File: config.mk
export PLATFORM = sky130hd
export DESIGN_NAME = button_press_keep_pair_detector
export DESIGN_NICKNAME = d
export VERILOG_FILES = /design/src/sv/bpkp_pkg.sv /design/src/sv/bpkp_lane.sv /design/src/sv/bpkp_merge.sv /design/src/sv/button_press_keep_pair_detector.sv
export SDC_FILE = /design/constraint.sdc
export NUM_CORES = 1
export LEC_CHECK = 0
export BUFFER_PORTS_ARGS = -buffer_cell sky130_fd_sc_hd__buf_2
export CAP_MARGIN = 15
export CELL_PAD_IN_SITES_DETAIL_PLACEMENT = 1
export CELL_PAD_IN_SITES_GLOBAL_PLACEMENT = 1
export CORE_MARGIN = 2
export CORE_UTILIZATION = 25
export CTS_CLUSTER_SIZE = 40
export DETAILED_ROUTE_END_ITERATION = 8
export GPL_ROUTABILITY_DRIVEN = 0
export HOLD_SLACK_MARGIN = 0.08
export MAX_ROUTING_LAYER = met4
export PLACE_DENSITY_LB_ADDON = 0.1
export SLEW_MARGIN = 15
export SYNTH_ARGS = -nofsm -noshare
export SYNTH_HDL_FRONTEND = slang
export SYNTH_SLANG_ARGS = --single-unit
File: constraint.sdc
create_clock -name clock -period 9.7 [get_ports clock]
set_input_delay 1.94 -clock clock [delete_from_list [all_inputs] [get_ports clock]]
set_output_delay 1.94 -clock clock [all_outputs]
set_load 0.005 [all_outputs]
File: src/sv/bpkp_pkg.sv
// Shared types and codes for the button press / keep pair detector.
package bpkp_pkg;

   localparam int CFG_BITS   = 16;
   localparam int PIN_BITS   = 4;
   localparam int EVENT_BITS = 2;
   localparam int FIELD_BUTTONS = 4;
   localparam int ELAPSED_BITS  = 16;

   localparam logic [1:0] PHASE_IDLE    = 2'd0;
   localparam logic [1:0] PHASE_PRESSED = 2'd1;
   localparam logic [1:0] PHASE_KEPT    = 2'd2;

   localparam logic [EVENT_BITS-1:0] EV_NONE   = 2'd0;
   localparam logic [EVENT_BITS-1:0] EV_SHORT  = 2'd1;
   localparam logic [EVENT_BITS-1:0] EV_PAIR   = 2'd2;
   localparam logic [EVENT_BITS-1:0] EV_CONFIG = 2'd3;

   localparam logic [1:0] CSR_ACTIVE_LEVEL = 2'd0;
   localparam logic [1:0] CSR_PRESS_TICKS  = 2'd1;
   localparam logic [1:0] CSR_KEEP_TICKS   = 2'd2;
   localparam logic [1:0] CSR_PAIR_TIMEOUT = 2'd3;

   typedef struct packed {
      logic [EVENT_BITS-1:0] event_code;
      logic                  pair_start;
      logic                  short_press;
   } lane_status_type;

   typedef struct packed {
      logic       delete_all;
      logic [1:0] delete_button;
      logic       pair_open;
      logic [1:0] pair_owner;
   } window_status_type;

endpackage

File: src/sv/bpkp_lane.sv
// One button lane: saturating hold counter and idle / pressed / kept phase machine.
module bpkp_lane #(
   parameter int COUNT_BITS = 16
) (
   input  logic                          clock,
   input  logic                          reset,
   input  logic                          step,
   input  logic                          level_active,
   input  logic [bpkp_pkg::CFG_BITS-1:0] press_ticks,
   input  logic [bpkp_pkg::CFG_BITS-1:0] keep_ticks,
   input  logic                          armed,
   output bpkp_pkg::lane_status_type     status
);

   localparam int CW = (COUNT_BITS > bpkp_pkg::CFG_BITS) ? COUNT_BITS : bpkp_pkg::CFG_BITS;

   logic [COUNT_BITS-1:0] hold_ff, hold_in;
   logic [1:0]            phase_ff, phase_in;
   logic [CW-1:0]         hold_wide;
   logic                  reach_press, reach_keep;

   always_comb begin
      if (!level_active) begin
         hold_in = '0;
      end else if (hold_ff != {COUNT_BITS{1'b1}}) begin
         hold_in = hold_ff + COUNT_BITS'(1);
      end else begin
         hold_in = hold_ff;
      end
      hold_wide   = CW'(hold_in);
      reach_press = hold_wide >= CW'(press_ticks);
      reach_keep  = hold_wide >= CW'(keep_ticks);

      phase_in = phase_ff;
      status   = '{event_code: bpkp_pkg::EV_NONE, pair_start: 1'b0, short_press: 1'b0};
      if (phase_ff == bpkp_pkg::PHASE_IDLE && reach_press) begin
         phase_in = bpkp_pkg::PHASE_PRESSED;
      end else if (phase_ff == bpkp_pkg::PHASE_PRESSED && reach_keep) begin
         phase_in = bpkp_pkg::PHASE_KEPT;
         if (armed) begin
            status.event_code = bpkp_pkg::EV_PAIR;
            status.pair_start = 1'b1;
         end
      end else if (hold_in == '0) begin
         // release: report by the phase left behind
         if (armed) begin
            case (phase_ff)
               bpkp_pkg::PHASE_KEPT: begin
                  status.event_code = bpkp_pkg::EV_CONFIG;
               end
               bpkp_pkg::PHASE_PRESSED: begin
                  status.event_code  = bpkp_pkg::EV_SHORT;
                  status.short_press = 1'b1;
               end
               default: begin
                  status.event_code = bpkp_pkg::EV_NONE;
               end
            endcase
         end
         phase_in = bpkp_pkg::PHASE_IDLE;
      end
   end

   always_ff @(posedge clock) begin
      if (reset) begin
         hold_ff  <= '0;
         phase_ff <= bpkp_pkg::PHASE_IDLE;
      end else if (step) begin
         hold_ff  <= hold_in;
         phase_ff <= phase_in;
      end
   end

endmodule

File: src/sv/bpkp_merge.sv
// Merge stage: combines lane pair-start / short-press flags into the pairing window.
module bpkp_merge #(
   parameter int NUM_BUTTONS = 4
) (
   input  logic                          clock,
   input  logic                          reset,
   input  logic                          step,
   input  logic [NUM_BUTTONS-1:0]        pair_mask,
   input  logic [NUM_BUTTONS-1:0]        short_mask,
   input  logic [bpkp_pkg::CFG_BITS-1:0] timeout_ticks,
   output bpkp_pkg::window_status_type   status
);

   localparam int IW = (NUM_BUTTONS > 1) ? $clog2(NUM_BUTTONS) : 1;
   localparam int EW = bpkp_pkg::ELAPSED_BITS;

   logic          open_ff, open_in;
   logic [IW-1:0] owner_ff, owner_in;
   logic [EW-1:0] elapsed_ff, elapsed_in;
   logic [EW-1:0] elapsed_inc;
   logic [IW-1:0] pair_idx;
   logic          any_pair, lower_pair, del, open_mid;
   logic [31:0]   owner_wide, del_wide;

   always_comb begin
      elapsed_inc = elapsed_ff;
      if (open_ff && elapsed_ff != {EW{1'b1}}) begin
         elapsed_inc = elapsed_ff + EW'(1);
      end
      any_pair   = |pair_mask;
      pair_idx   = '0;
      lower_pair = 1'b0;
      for (int i = 0; i < NUM_BUTTONS; i++) begin
         if (pair_mask[i]) begin
            pair_idx = IW'(i);
         end
         // a pair start ahead of the owner moves the window before its release
         if (pair_mask[i] && (IW'(i) < owner_ff)) begin
            lower_pair = 1'b1;
         end
      end
      del      = open_ff && short_mask[owner_ff] && !lower_pair;
      open_mid = any_pair ? 1'b1 : (del ? 1'b0 : open_ff);
      owner_in   = any_pair ? pair_idx : owner_ff;
      elapsed_in = any_pair ? '0 : elapsed_inc;
      open_in    = open_mid && !(elapsed_in > timeout_ticks);

      owner_wide = 32'(owner_in);
      del_wide   = del ? 32'(owner_ff) : 32'd0;
      status.delete_all    = del;
      status.delete_button = del_wide[1:0];
      status.pair_open     = open_in;
      status.pair_owner    = owner_wide[1:0];
   end

   always_ff @(posedge clock) begin
      if (reset) begin
         open_ff    <= 1'b0;
         owner_ff   <= '0;
         elapsed_ff <= '0;
      end else if (step) begin
         open_ff    <= open_in;
         owner_ff   <= owner_in;
         elapsed_ff <= elapsed_in;
      end
   end

endmodule

File: src/sv/button_press_keep_pair_detector.sv
// Top level: config registers, button lanes, window merge and result register.
//
//   channel | ports                       | role
//   req     | req_valid/ready, pin_levels | one sampled tick
//   rsp     | rsp_valid/ready, events...  | one result per tick
//   csr     | csr_write_enable/index/data | register writes
//
// One tick per cycle unless rsp stalls: all lanes and the window merge update in the
// accept cycle and the result lands in a single output register for the next cycle.
// A new tick is taken while the held result leaves in the same cycle.
// Synchronous reset clears counters, phases, window and output valid.
module button_press_keep_pair_detector #(
   parameter int NUM_BUTTONS = 4,
   parameter int COUNT_BITS  = 16
) (
   input  logic                          clock,
   input  logic                          reset,
   input  logic                          req_valid,
   output logic                          req_ready,
   input  logic [bpkp_pkg::PIN_BITS-1:0] req_pin_levels,
   output logic                          rsp_valid,
   input  logic                          rsp_ready,
   output logic [1:0]                    rsp_event_b0,
   output logic [1:0]                    rsp_event_b1,
   output logic [1:0]                    rsp_event_b2,
   output logic [1:0]                    rsp_event_b3,
   output logic                          rsp_delete_all,
   output logic [1:0]                    rsp_delete_button,
   output logic                          rsp_pair_open,
   output logic [1:0]                    rsp_pair_owner,
   input  logic                          csr_write_enable,
   input  logic [1:0]                    csr_index,
   input  logic [bpkp_pkg::CFG_BITS-1:0] csr_write_data
);

   logic                          active_level_ff;
   logic [bpkp_pkg::CFG_BITS-1:0] press_ticks_ff, keep_ticks_ff, timeout_ff;
   logic                          step, armed;
   logic [NUM_BUTTONS-1:0]        pair_mask, short_mask;
   logic [bpkp_pkg::FIELD_BUTTONS-1:0][1:0] ev;
   bpkp_pkg::lane_status_type     lane_status [NUM_BUTTONS];
   bpkp_pkg::window_status_type   win_status;

   logic                                    rsp_valid_ff;
   logic [bpkp_pkg::FIELD_BUTTONS-1:0][1:0] ev_ff;
   bpkp_pkg::window_status_type             win_ff;

   assign req_ready = !rsp_valid_ff || rsp_ready;
   assign step      = req_valid && req_ready;
   assign armed     = keep_ticks_ff > press_ticks_ff;

   always_ff @(posedge clock) begin
      if (reset) begin
         active_level_ff <= 1'b0;
         press_ticks_ff  <= 16'd10;
         keep_ticks_ff   <= 16'd100;
         timeout_ff      <= 16'd1000;
      end else if (csr_write_enable) begin
         case (csr_index)
            bpkp_pkg::CSR_ACTIVE_LEVEL: active_level_ff <= csr_write_data[0];
            bpkp_pkg::CSR_PRESS_TICKS:  press_ticks_ff  <= csr_write_data;
            bpkp_pkg::CSR_KEEP_TICKS:   keep_ticks_ff   <= csr_write_data;
            bpkp_pkg::CSR_PAIR_TIMEOUT: timeout_ff      <= csr_write_data;
            default: ;
         endcase
      end
   end

   for (genvar i = 0; i < NUM_BUTTONS; i++) begin : g_lane
      logic level_active;
      if (i < bpkp_pkg::PIN_BITS) begin : g_pin
         assign level_active = req_pin_levels[i] == active_level_ff;
      end else begin : g_nopin
         assign level_active = 1'b0;
      end
      bpkp_lane #(.COUNT_BITS(COUNT_BITS)) u_lane (
         .clock        (clock),
         .reset        (reset),
         .step         (step),
         .level_active (level_active),
         .press_ticks  (press_ticks_ff),
         .keep_ticks   (keep_ticks_ff),
         .armed        (armed),
         .status       (lane_status[i])
      );
      assign pair_mask[i]  = lane_status[i].pair_start;
      assign short_mask[i] = lane_status[i].short_press;
   end

   for (genvar b = 0; b < bpkp_pkg::FIELD_BUTTONS; b++) begin : g_ev
      if (b < NUM_BUTTONS) begin : g_used
         assign ev[b] = lane_status[b].event_code;
      end else begin : g_unused
         assign ev[b] = bpkp_pkg::EV_NONE;
      end
   end

   bpkp_merge #(.NUM_BUTTONS(NUM_BUTTONS)) u_merge (
      .clock         (clock),
      .reset         (reset),
      .step          (step),
      .pair_mask     (pair_mask),
      .short_mask    (short_mask),
      .timeout_ticks (timeout_ff),
      .status        (win_status)
   );

   always_ff @(posedge clock) begin
      if (reset) begin
         rsp_valid_ff <= 1'b0;
      end else if (step) begin
         rsp_valid_ff <= 1'b1;
      end else if (rsp_ready) begin
         rsp_valid_ff <= 1'b0;
      end
   end

   // hold the payload until the transaction completes
   always_ff @(posedge clock) begin
      if (step) begin
         ev_ff  <= ev;
         win_ff <= win_status;
      end
   end

   assign rsp_valid         = rsp_valid_ff;
   assign rsp_event_b0      = ev_ff[0];
   assign rsp_event_b1      = ev_ff[1];
   assign rsp_event_b2      = ev_ff[2];
   assign rsp_event_b3      = ev_ff[3];
   assign rsp_delete_all    = win_ff.delete_all;
   assign rsp_delete_button = win_ff.delete_button;
   assign rsp_pair_open     = win_ff.pair_open;
   assign rsp_pair_owner    = win_ff.pair_owner;

endmodule
[Word-level counts from Yosys, hierarchy flattened]
Index checks and enable logic that the tools add are counted.
Word-level totals
  register bits: 155
  input bits: 27
  output and inout port bits: 16
  logic and storage cells: 185
Operators by class
  add/sub/neg operators: 5
  $lt $le $gt $ge: 15
  equal/unequal tests: 20
  mux-type cells: 77
  reductions and logical operators: 44
Operator list (count)
  $mux 16: 10
  $ge 16x16->1: 8
  $add 16x1->16 const B: 5
  $ne 16x16->1 const B: 5
  $logic_not 16->1: 4
  $mux 2: 31
  $gt 16x16->1: 2
  $mux 1: 30
  $logic_and 1x1->1: 17
  $pmux 2 s2: 4
  $reduce_and 2->1: 8
  $eq 2x2->1 const B: 6
  $reduce_bool 3->1: 4
  $eq 2x1->1 const B: 5
  $logic_not 2->1: 5
  $eq 1x1->1: 4
  $lt 1x2->1 const A: 2
  $lt 2x2->1 const A: 2
  $reduce_or 4->1: 1
  $logic_not 1->1: 3
  $lt 2x3->1 const B: 1
  $mux 3: 1
  $bmux 1 s2: 1
  $reduce_bool 2->1: 1
  $logic_or 1x1->1: 1

[Logic depth before layout (Yosys ltp)]
Gate-level depths: netlist (run 1).
  depth in word-level cells: 17
  gate-level depth with buffers: 28
  gate-level depth less buffers: 26

[By module]
Synthesis (run 1) repeated with hierarchy kept, for this count alone.
Unflattened totals
  cells, all modules: 1703
  area, all modules: 13387.8 um^2
By module, submodules not included
  bpkp_lane: times used 4, cells each 288, area an instance 2220.9 um^2, sequential area each 360.3 um^2
  button_press_keep_pair_detector: times used 1, cells each 296, area an instance 2656.3 um^2, sequential area each 1421.4 um^2
  bpkp_merge: times used 1, cells each 255, area an instance 1848.0 um^2, sequential area each 380.4 um^2

[Worst setup path before layout (run 1)]
Ideal clock, no wire load.
  path type: input to register
  start: in req_pin_levels[3] (netlist name)
  end: reg win_ff (netlist bit rsp_pair_open), data pin
  setup time: 0.152 ns
  arrival time: 6.433 ns
  data required time: 9.548 ns
  setup slack: 3.115 ns
  cell stages on the path: 23
  path buffers: 2
  path through: xor2_1 > clkbuf_1 > nor3_1 > ha_1 > a211oi_1 > nand2_1 > a31oi_1 > o21ai_0 > a221o_1 > or3b_2 > a31oi_1 > clkbuf_1 > nor2_1 > ha_1 > nor2b_1 > o21a_1 > o21a_1 > o211ai_1 > a21o_1 > a21boi_0 > o221ai_1 > nand2_1 > o21ai_0
Between the ends
  elaborated cells on any way between the ends: 25
  those cells by class: 3 x order compare; 1 x eq/ne; 11 x mux; 10 x reduce/logical
RTL lines
  start: declaration: line button_press_keep_pair_detector.sv:20  | input logic [bpkp_pkg::PIN_BITS-1:0] req_pin_levels,
  $eq 1x1->1 (*): line button_press_keep_pair_detector.sv:72  | assign level_active = req_pin_levels[i] == active_level_ff;
  $mux 16 (*): line bpkp_lane.sv:23  | if (!level_active) begin
  net g_lane[3].u_lane.hold_in[5]: line bpkp_lane.sv:17  | logic [COUNT_BITS-1:0] hold_ff, hold_in;
  $ge 16x16->1: line bpkp_lane.sv:32  | reach_keep = hold_wide >= CW'(keep_ticks);
  $logic_and 1x1->1: line bpkp_lane.sv:38  | end else if (phase_ff == bpkp_pkg::PHASE_PRESSED && reach_keep) begin
  $mux 1: line bpkp_lane.sv:38
  $mux 2 (*): line bpkp_lane.sv:36  | if (phase_ff == bpkp_pkg::PHASE_IDLE && reach_press) begin
  $reduce_or 4->1 (*): line bpkp_merge.sv:30  | any_pair = |pair_mask;
  $mux 16 (*): line bpkp_merge.sv:45  | elapsed_in = any_pair ? '0 : elapsed_inc;
  net u_merge.elapsed_in[1]: line bpkp_merge.sv:19  | logic [EW-1:0] elapsed_ff, elapsed_in;
  $gt 16x16->1 (*): line bpkp_merge.sv:46  | open_in = open_mid && !(elapsed_in > timeout_ticks);
  $logic_not 1->1 (*): line bpkp_merge.sv:46
  $logic_and 1x1->1 (*): line bpkp_merge.sv:46
  net u_merge.open_in: line bpkp_merge.sv:17  | logic open_ff, open_in;
  end signal: assignment: line button_press_keep_pair_detector.sv:122  | win_ff <= win_status;
  end: declaration: line button_press_keep_pair_detector.sv:46  | bpkp_pkg::window_status_type win_ff;
The timed path passes the listed nets; every way through them passes the cells marked *. The select of a mux whose other input is x is not followed.
A chain may end at the register's enable or synchronous reset.

[Worst setup path after layout (run 1)]
Ends and elaborated chain as after synthesis.

==> results of run 1 <==
## final cells by class
type	count	area share, %
clock inverters	14	0.902
clock buffers	17	3.10
repair buffers	56	2.32
inverters	77	2.11
multi-input cells	1299	61.9
well taps	664	6.05
flip-flops and latches	155	23.6
## power by group through the flow
| stage | combinational (mW) | clock, mW | sequential (mW) |
|---|---|---|---|
| finish | 0.200 | 0.681 | 0.670 |
| global route | 0.224 | 0.735 | 0.672 |
| CTS | 0.204 | 0.716 | 0.670 |
| detailed placement | 0.203 | 0 | 0.685 |
| global placement | 0.200 | 0 | 0.684 |
| floorplan | 0.124 | 0 | 0.681 |
## registers in the layout (all words and copies together) (netlist names)
signal / cells
rsp_event_b1: 2
u_merge.elapsed_ff: 16
rsp_valid: 1
g_lane.u_lane.phase_ff: 8
press_ticks_ff: 16
rsp_delete_all: 1
g_lane.u_lane.hold_ff: 64
timeout_ff: 16
rsp_event_b3: 2
rsp_pair_open: 1
rsp_event_b2: 2
active_level_ff: 1
keep_ticks_ff: 16
rsp_pair_owner: 2
u_merge.owner_ff: 2
rsp_event_b0: 2
u_merge.open_ff: 1
rsp_delete_button: 2
## cells by family (layout without fill, tap and decap cells)
family / after synthesis / count (layout) / synth area share, %
fa+ha+maj: 177 / 177 / 17.9
compound gates: 388 / 388 / 19.7
mux: 15 / 15 / 1.23
simple gates: 668 / 668 / 26.2
flops: 155 / 155 / 26.3
xor+xnor: 51 / 51 / 3.62
buf+inv: 154 / 164 / 4.99
## placed cells by master, fill, tap and decap left out, drive strengths merged, types with 17 or more instances in the layout
master / instances
dfxtp: 141
o21ai: 61
xor2: 22
ha: 177
xnor2: 29
nand2b: 17
clkbuf: 17
a21o: 19
nor2: 124
o31ai: 22
a21oi: 165
nand3b: 23
and3: 19
buf: 56
nand4: 38
inv: 88
nand2: 281
nand3: 48
nor3: 33
## per-layer routing
metal,track usage (%),vias to the layer above,wire length (um)
met1,28.3,5637,25200
met4,4.84,0,562
met3,2.73,26,1230
met2,29.4,140,20700
li1,-,5810,-
met5,-,-,0
## through the flow
step / cell area [um2] / cells / util (%)
4_1_cts: 13700 / 2282 / 28.1
5_1_grt: 13700 / 2282 / 28.1
6_report: 13700 / 2282 / 28.1
2_1_floorplan: 12300 / 1608 / -
3_3_place_gp: 13200 / 2251 / 27.0
3_5_place_dp: 13200 / 2251 / 27.0
## tightest hold or removal path, delay by kind of cell, from the launching register on
kind / cells / cell delay, ps
AND/OR/NAND/NOR: 1 / 50
flip-flops: 1 / 310
AO/OA/AOI/OAI: 1 / 50
## worst paths after layout
path,from,end,cells after the start
max,req_pin_levels[3],rsp_pair_open$_DFFE_PP_,23
min,timeout_ff[11]$_SDFFE_PP0P_,timeout_ff[11]$_SDFFE_PP0P_,2
max reg2reg,g_lane[2].u_lane.hold_ff[0]$_SDFFE_PP0P_,rsp_pair_open$_DFFE_PP_,27
min reg2reg,timeout_ff[11]$_SDFFE_PP0P_,timeout_ff[11]$_SDFFE_PP0P_,2
==> results by group, run 1 <==
Run status
  • Status: finished, final reports clean

Logic synthesis
  • Largest area contributor in the netlist: dfxtp_1
  • Yosys top cell area share: a little under a quarter
  • Mapped Nets: 1,812
  • Asr flop ratio synth: 0%
  • Sequential fraction of the synthesis area: between 20% and 30%
  • Number of synthesized flops with an enable pin: 14
  • Top_reg_cell synth: dfxtp_1
  • FF+latch count, synth: between 150 and 200
  • Synth warn: 0
  • Top-count cell post-synth: nand2_1
  • Syn_area_per_cell: around 7.7 um2
  • Synth cell types: 79
  • Post-Syn Instances: roughly 1,600
  • Synth cell count leaders: nand2_1, ha_1, a21oi_1
  • Syn Std Cell Area: 12,300 um2
  • Top cells by area, synth: dfxtp_1, ha_1, nand2_1

GRT
  • First-pass GRT wire length: around 73 mm
  • Initial antenna violation count: 0
  • GRT Total Usage: about a fifth
  • Pin count of the biggest net entering global routing: 79
  • Vias in the first global route: around 12,000
  • Grt total ovfl: 0

CTS
  • Gates resized, CTS repair: 0
  • Clk_lat worst skew: roughly 500 ps
  • Hold_buf cts: 0
  • Sink Count: 155
  • Post-CTS setup repair buffer count: 0
  • Root Driver: clkbuf_16
  • Clock transition at the registers of the reported paths: about 70 ps
  • Clock tree from TritonCTS: built
  • Max Buffers Root-to-Sink: 2
  • Cts bufs inserted: 17
  • Htree depth: 4

STA
  • Total negative slack: 0 ps
  • Clock Skews: 12.4 ps
  • Max Clk Rate: approximately 140 MHz
  • Slew @ Worst Pin: 1140 ps
  • Final Max Slew Viols: 0
  • Fin crit share: between 70% and 80%
  • Final hold slack: 460 ps
  • Fin. Hold Viols: 0
  • Number of setup violations in the final report: 0
  • Slew margin rel.: 23.6%
  • Final min period: around 7000 ps
  • Final WS setup: roughly 2600 ps
  • RSZ-0062 raised after global routing: no

Route
  • Vias per inst: roughly 5
  • DR pass1 iterations: 5
  • WL/cell: around 21 um
  • Via Count: between 10,000 and 15,000
  • Total routed wirelength: about 48 mm
  • Remaining routing DRC violations: 0
  • Routed Antenna Nets: 0
  • DR iter-0 viols: 539

Setup path
  • Buf/Inv on CP: 2
  • Arrival @ worst endpoint: between 7000 and 8000 ps
  • Startpoint Class: input pin
  • Max stage delay on crit path: slightly below 900 ps
  • Crit path capture type: flop
  • CP top delay family: compound AO/OA/AOI/OAI gates
  • Crit path max fanout: 33
  • Crit-path cells: buf_2 -> xor2_1 -> nor3_1 -> ha_1 -> a211oi_1 -> nand2_1 -> a31oi_1 -> o21ai_0 -> a221o_1 -> or3b_2 -> a31oi_2 -> buf_4 -> nor2_1 -> ha_1 -> nor2b_1 -> o21a_1 -> o21a_1 -> o211ai_1 -> a21o_1 -> a21boi_0 -> o221ai_1 -> nand2_1 -> o21ai_0
  • Slowest CP cell: xor2_1
  • R2r setup slk: between 3000 and 4000 ps
  • Crit Path Category: input pin to flop
  • CP Data Required Time: 10,050 ps

Pwr
  • NetSw: a little under 500 uW
  • Switching Fraction: a little under a third
  • Total power: around 1.6 mW
  • Pwr per Cell Area: approximately 110 nW/um2
  • Internal power: 1.06 mW
  • Leak: approximately 5.4 nW
  • Combinational share of power: about an eighth
  • Clock share of power: a little over two fifths
  • Reg power frac: a little over two fifths
  • VDD IR max: between 0.0001 and 0.00015 V

Flow run
  • Max-Cap Viols: 0

Layout
  • Layout cells sized above 1: under 10%
  • Antenna Diode Count: 0
  • Multi-input gate area: around 8500 um2
  • Fill count: a little under 6,000
  • Post-layout net count: 1,810
  • Register area: ~3200 um2
  • Area grow syn2layout: 11.2%

Placed design
  • PortBufs: between 40 and 50
  • Post-DP HPWL: approximately 35 mm
  • Post-place setup slack: 2070 ps

Floorplan
  • IO Pins: 43
  • Starting density of the core: between 20% and 30%
  • Core area: roughly 49,000 um2
  • Die H: approximately 230 um
  • Site Rows: 81
  • Die X-Extent: 226 um
  • Full die area: between 50,000 and 60,000 um2

Min path
  • Path type of the worst min-delay path: flop to flop
Note: power is estimated with default switching activity, not from simulation.
==> inputs of run 2 (changes only) <==
==> constraint.sdc (replaced) <==
create_clock -name clock -period 6.3 [get_ports clock]
set_input_delay 1.26 -clock clock [delete_from_list [all_inputs] [get_ports clock]]
set_output_delay 1.26 -clock clock [all_outputs]
set_load 0.005 [all_outputs]
==> run 2 against run 1 <==
  * Non-clock buffer count rose by 57
  * Clock-buffer cell count did not move
  * Via count rose by 2.6%
  * Total power rose by 57%
  * Sequential power rose by 54%
  * Register-to-register slack got worse by 2700 ps
  * Combinational power rose by 58%
  * Critical path type is now flop to flop
  * Largest cell class unchanged
==> results by group, run 2 (synthesis gave the netlist of run 1 again) <==
CTS
  • Max Buffers Root-to-Sink: 2 (unchanged)
  • Clock tree from TritonCTS: built (unchanged)
  • Clock transition at the registers of the reported paths: 70 ps (about the same)
  • Htree depth: 4 (unchanged)
  • Clk_lat worst skew: 490 ps (was 500 ps)
  • Root Driver: clkbuf_16 (unchanged)
  • Sink Count: 155 (unchanged)
  • Cts bufs inserted: 17 (unchanged)

STA
  • Number of setup violations in the final report: 0 (unchanged)
  • Final WS setup: 497 ps (was 2620 ps)
  • Slew @ Worst Pin: 923 ps (was 1140 ps)
  • Fin. Hold Viols: 0 (unchanged)
  • Final min period: about 5800 ps
  • Final Max Slew Viols: 0 (unchanged)
  • Fin crit share: between 90 and 100%
  • Clock Skews: 12.7 ps (was 12.4 ps)
  • Slew margin rel.: 38.5% (was 23.6%)
  • Max Clk Rate: around 170 MHz

Route
  • DR pass1 iterations: 5 (unchanged)
  • WL met2: 20.7 mm (about the same)
  • Remaining routing DRC violations: 0 (unchanged)
  • Vias per inst: 5.09 (about the same)
  • Total routed wirelength: 48.2 mm (was 47.6 mm)
  • Routed Antenna Nets: 0 (unchanged)
  • WL met1: 25.1 mm (was 25.2 mm)
  • Max layer used: met4 (unchanged)
  • Met3 WL: 1.17 mm (was 1.23 mm)
  • WL/cell: 20.6 um (was 20.9 um)
  • Via Count: 11,900 (was 11,600)
  • DR iter-0 viols: 487 (was 539)

Setup path
  • Slowest CP cell: or3b_2 (was xor2_1)
  • Crit Path Category: flop to flop (was input pin to flop)
  • Crit path max fanout: 33 (unchanged)
  • CP Data Required Time: 6640 ps (was 10,050 ps)
  • Crit path capture type: flop (unchanged)
  • Arrival @ worst endpoint: 6140 ps (was 7430 ps)
  • Max stage delay on crit path: 520 ps (was 870 ps)
  • Startpoint Class: flop (was input pin)

Floorplan
  • IO Pins: 43 (unchanged)
  • Die H: 226 um (unchanged)
  • Site Rows: 81 (unchanged)
  • Core area: 48,800 um2 (unchanged)
  • Starting density of the core: 25.3% (unchanged)
  • Die X-Extent: 226 um (unchanged)
  • Full die area: 51,200 um2 (unchanged)

GRT
  • GRT Total Usage: 19.9% (about the same)
  • Vias in the first global route: 11,900 (was 11,600)
  • Grt total ovfl: 0 (unchanged)
  • Initial antenna violation count: 0 (unchanged)
  • First-pass GRT wire length: 73.5 mm (was 73.0 mm)
  • Pin count of the biggest net entering global routing: 72 (was 79)

Placed design
  • Post-DP HPWL: 35.5 mm (was 34.7 mm)
  • PortBufs: 42 (unchanged)
  • Post-place setup slack: 137 ps (was 2070 ps)

Pwr
  • Pwr per Cell Area: 171 nW/um2 (was 113 nW/um2)
  • VDD IR max: 0.000196 V (was 0.000133 V)
  • Leak: 5.71 nW (was 5.39 nW)
  • Total power: 2.44 mW (was 1.55 mW)

Layout
  • Antenna Diode Count: 0 (unchanged)
  • Layout cells sized above 1: 10.8% (was 7.05%)
  • Area grow syn2layout: 15.6% (was 11.2%)
  • Commonest non-fill, non-tap cells in the layout: nand2_1, ha_1, a21oi_1 (unchanged)
  • Final core occ: 29.2% (was 28.1%)
  • Max reg flops: 64 (unchanged)
  • Fill count: 5,943 (was 5,937)
  • Most common library cell in the layout ignoring fill and taps: nand2_1 (unchanged)
  • Most flops, register: g_lane.u_lane.hold_ff (unchanged)
  • Post-layout net count: 1,867 (was 1,810)

Flow run
  • Max-Cap Viols: 0 (unchanged)

Min path
  • Path type of the worst min-delay path: flop to flop (unchanged)

Run status
  • Status: finished, final reports clean (unchanged)
-- run 2: cell count changes in the layout (fill, tap and decap cells not counted), sizes merged --
cell	change
clkbuf	+1
clkinv	+5
buf	+56
inv	-4
-- run 2: layer usage --
metal,up-vias,global-route usage (%)
met4,0,7.11
met5,-,-
met3,50,2.59
li1,5913,-
met1,5816,27.4
met2,138,29.8
-- run 2: final timing paths --
| kind | to | from | slack [ps] | depth (start not counted) |
|---|---|---|---|---|
| hold reg to reg | press_ticks_ff[5]$_SDFFE_PP0P_ | press_ticks_ff[5]$_SDFFE_PP0P_ | 450 | 2 |
| setup / recovery | rsp_pair_open$_DFFE_PP_ | g_lane[3].u_lane.hold_ff[6]$_SDFFE_PP0P_ | 500 | 25 |
| setup reg to reg | rsp_pair_open$_DFFE_PP_ | g_lane[3].u_lane.hold_ff[6]$_SDFFE_PP0P_ | 500 | 25 |
| hold / removal | press_ticks_ff[5]$_SDFFE_PP0P_ | press_ticks_ff[5]$_SDFFE_PP0P_ | 450 | 2 |
-- run 2: report_power, final --
group / total [mW] / switching, mW / leakage, nW / internal [mW]
Clock: 1.09 / 0.559 / 0.294 / 0.534
Combinational: 0.316 / 0.215 / 4.13 / 0.101
Sequential: 1.03 / 0.0182 / 1.28 / 1.01
-- run 2: area by class of cell --
class	count	area, um2	share of cell area (%)
tap	664	831	5.83
inverter	77	290	2.04
multi-input combinational	1299	8530	59.8
timing repair buffer	113	768	5.39
clock buffer	17	425	2.98
clock inverter	15	173	1.21
sequential	155	3240	22.7
-- run 2: metrics by stage --
stage          setup TNS, ps  area (um2)  hold WS, ps  cells
4_1_cts                    0       14200          460   2330
3_5_place_dp               0       13600          448   2298
6_report                   0       14300          455   2340
3_3_place_gp               0       13600          443   2298
5_1_grt                -10.6       14300          475   2340
2_1_floorplan              0       12300          436   1608
-- run 2: timing repair --
action | 4_1_cts | 5_1_grt
setup endpoints to repair | 0 | 2
hold buffers | 0 | 0
setup buffers | 0 | 9
resized for setup | 0 | 9
-- run 2: worst max-delay path, delay by kind of cell (launching register included) --
kind / cells / cell delay, ps
fa+ha+maj: 2 / 620
buf+inv: 2 / 390
flops: 1 / 500
compound gates: 10 / 1960
simple gates: 11 / 2150
==> inputs of run 3 (changes only) <==
--- a/config.mk
+++ b/config.mk
@@ -17,6 +17,7 @@
 export HOLD_SLACK_MARGIN = 0.08
 export MAX_ROUTING_LAYER = met4
 export PLACE_DENSITY_LB_ADDON = 0.1
+export RECOVER_POWER = 50
 export SLEW_MARGIN = 15
 export SYNTH_ARGS = -nofsm -noshare
 export SYNTH_HDL_FRONTEND = slang
==> run 3 against run 2 <==
  * The flow now finishes with violations (max-capacitance violations, max-slew violations)
  * Clock-buffer cell count is the same
  * Cell count is the same
  * Routed wire length barely moved
  * Critical path depth up 3
  * Combinational power hardly changed
  * Utilization shrank 0.064 points
  * Critical path type unchanged
  * Critical endpoint unchanged
==> results by group, run 3 (synthesis gave the netlist of run 1 again) <==
Layout
  • Post-Layout Cell Count: 2,340 (unchanged)
  • Area grow syn2layout: 15.3% (was 15.6%)
  • Post-layout net count: 1,867 (unchanged)
  • Multi-input gate area: 8520 um2 (was 8530 um2)
  • Most flops, register: g_lane.u_lane.hold_ff (unchanged)
  • Register area: 3240 um2 (unchanged)
  • Antenna Diode Count: 0 (unchanged)
  • Commonest non-fill, non-tap cells in the layout: nand2_1, ha_1, a21oi_1 (unchanged)
  • Most common library cell in the layout ignoring fill and taps: nand2_1 (unchanged)
  • Fill count: 5,951 (was 5,943)
  • Max reg flops: 64 (unchanged)
  • Final core occ: 29.1% (was 29.2%)
  • Layout cells sized above 1: 10.1% (was 10.8%)

CTS
  • Cts bufs inserted: 17 (unchanged)
  • Htree depth: 4 (unchanged)
  • Clock transition at the registers of the reported paths: 80 ps (was 70 ps)
  • Sink Count: 155 (unchanged)
  • Clock tree from TritonCTS: built (unchanged)
  • Clk_lat worst skew: 490 ps (about the same)
  • Root Driver: clkbuf_16 (unchanged)
  • Hold_buf cts: 0 (unchanged)
  • Max Buffers Root-to-Sink: 2 (unchanged)

GRT
  • First-pass GRT wire length: 73.5 mm (unchanged)
  • Vias in the first global route: 11,900 (unchanged)
  • Grt total ovfl: 0 (unchanged)
  • Initial antenna violation count: 0 (unchanged)
  • Pin count of the biggest net entering global routing: 72 (unchanged)
  • GRT Total Usage: 19.9% (unchanged)

Pwr
  • VDD IR max: 0.000196 V (about the same)
  • NetSw: 793 uW (about the same)
  • Clock share of power: 44.8% (about the same)
  • Pwr per Cell Area: 172 nW/um2 (was 171 nW/um2)
  • Internal power: 1.65 mW (about the same)
  • Combinational share of power: 12.9% (was 13.0%)
  • Reg power frac: 42.3% (was 42.2%)
  • Switching Fraction: 32.5% (about the same)
  • Leak: 5.67 nW (was 5.71 nW)

Floorplan
  • Site Rows: 81 (unchanged)
  • Die H: 226 um (unchanged)
  • Full die area: 51,200 um2 (unchanged)
  • Die X-Extent: 226 um (unchanged)
  • Core area: 48,800 um2 (unchanged)
  • Starting density of the core: 25.3% (unchanged)
  • IO Pins: 43 (unchanged)

Route
  • WL/cell: 20.6 um (about the same)
  • Via Count: 11,900 (about the same)
  • Routed Antenna Nets: 0 (unchanged)
  • DR iter-0 viols: 535 (was 487)
  • Vias per inst: 5.09 (about the same)
  • DR pass1 iterations: 5 (unchanged)
  • Remaining routing DRC violations: 0 (unchanged)
  • Total routed wirelength: 48.2 mm (about the same)

STA
  • Slew @ Worst Pin: 3110 ps (was 923 ps)
  • Max Clk Rate: 172 MHz (about the same)
  • Total negative slack: 0 ps (unchanged)
  • Fin. Hold Viols: 0 (unchanged)
  • Clock Skews: 13.1 ps (was 12.7 ps)
  • Number of setup violations in the final report: 0 (unchanged)
  • Fin crit share: 92.3% (was 92.1%)
  • Slew margin rel.: -107% (was 38.5%)
  • Final Max Slew Viols: 182 (was 0)
  • Final min period: 5810 ps (was 5800 ps)

Min path
  • Path type of the worst min-delay path: flop to flop (unchanged)

Setup path
  • Crit path max fanout: 33 (unchanged)
  • Startpoint Class: flop (unchanged)
  • Crit Path Category: flop to flop (unchanged)
  • Slowest CP cell: or3b_2 (unchanged)
  • Max stage delay on crit path: 530 ps (was 520 ps)
  • Crit path capture type: flop (unchanged)
  • CP Data Required Time: 6640 ps (about the same)
  • Arrival @ worst endpoint: 6150 ps (was 6140 ps)

Placed design
  • PortBufs: 42 (unchanged)
  • Placed insts: 2,298 (unchanged)
  • Post-DP HPWL: 35.5 mm (unchanged)

Run status
  • Violated checks: max-capacitance violations, max-slew violations
  • Status: finished with violations (was finished, final reports clean)

Flow run
  • Max-Cap Viols: 4 (was 0)
-- run 3: final timing paths --
kind / from / to / slack [ps] / cells after the start
max: g_lane[3].u_lane.hold_ff[1]$_SDFFE_PP0P_ / rsp_pair_open$_DFFE_PP_ / 490 / 28
min: press_ticks_ff[5]$_SDFFE_PP0P_ / press_ticks_ff[5]$_SDFFE_PP0P_ / 450 / 2
max reg2reg: g_lane[3].u_lane.hold_ff[1]$_SDFFE_PP0P_ / rsp_pair_open$_DFFE_PP_ / 490 / 28
min reg2reg: press_ticks_ff[5]$_SDFFE_PP0P_ / press_ticks_ff[5]$_SDFFE_PP0P_ / 450 / 2
-- run 3: area by class of cell --
cell class	count	area share, %
multi-input cells	1299	59.9
flip-flops and latches	155	22.8
well taps	664	5.84
repair buffers	113	5.23
clock buffers	17	2.99
inverters	77	2.04
clock inverters	15	1.21
-- run 3: metal layers --
layer,GRT usage (%),wire length [um]
met1,27.4,25200
met3,2.59,1060
met2,29.8,20700
met5,-,0
met4,7.11,1220
-- run 3: worst max-delay path: cells and delay by family (launching register included) --
kind	cells	cell delay [ps]
AO/OA/AOI/OAI	13	2280
AND/OR/NAND/NOR	9	1670
adder cells (fa/ha/maj)	3	800
buffers and inverters	2	390
flip-flops	1	350
XOR/XNOR	1	130
-- run 3: per-stage QoR --
stage / hold WS (ps) / setup WS [ps] / cell area, um2 / total power, mW
after floorplan: 436 / 395 / 12300 / 1.24
after global placement: 443 / 148 / 13600 / 1.37
after detailed placement: 448 / 137 / 13600 / 1.37
after CTS: 460 / 313 / 14200 / 2.50
after global routing: 475 / -10.6 / 14200 / 2.56
final: 455 / 486 / 14200 / 2.44
-- run 3: power by group through the flow --
stage	logic [mW]	registers, mW	clock network (mW)
final	0.315	1.03	1.09
after global routing	0.353	1.03	1.17
after CTS	0.320	1.03	1.14
after detailed placement	0.319	1.05	0
after global placement	0.315	1.05	0
after floorplan	0.190	1.05	0
-- run 3: what timing repair did --
item                                    CTS  global route
resized for setup                         0             9
hold endpoints to repair                  0             0
endpoints found under the setup margin    0             2
buffers inserted                          0             9
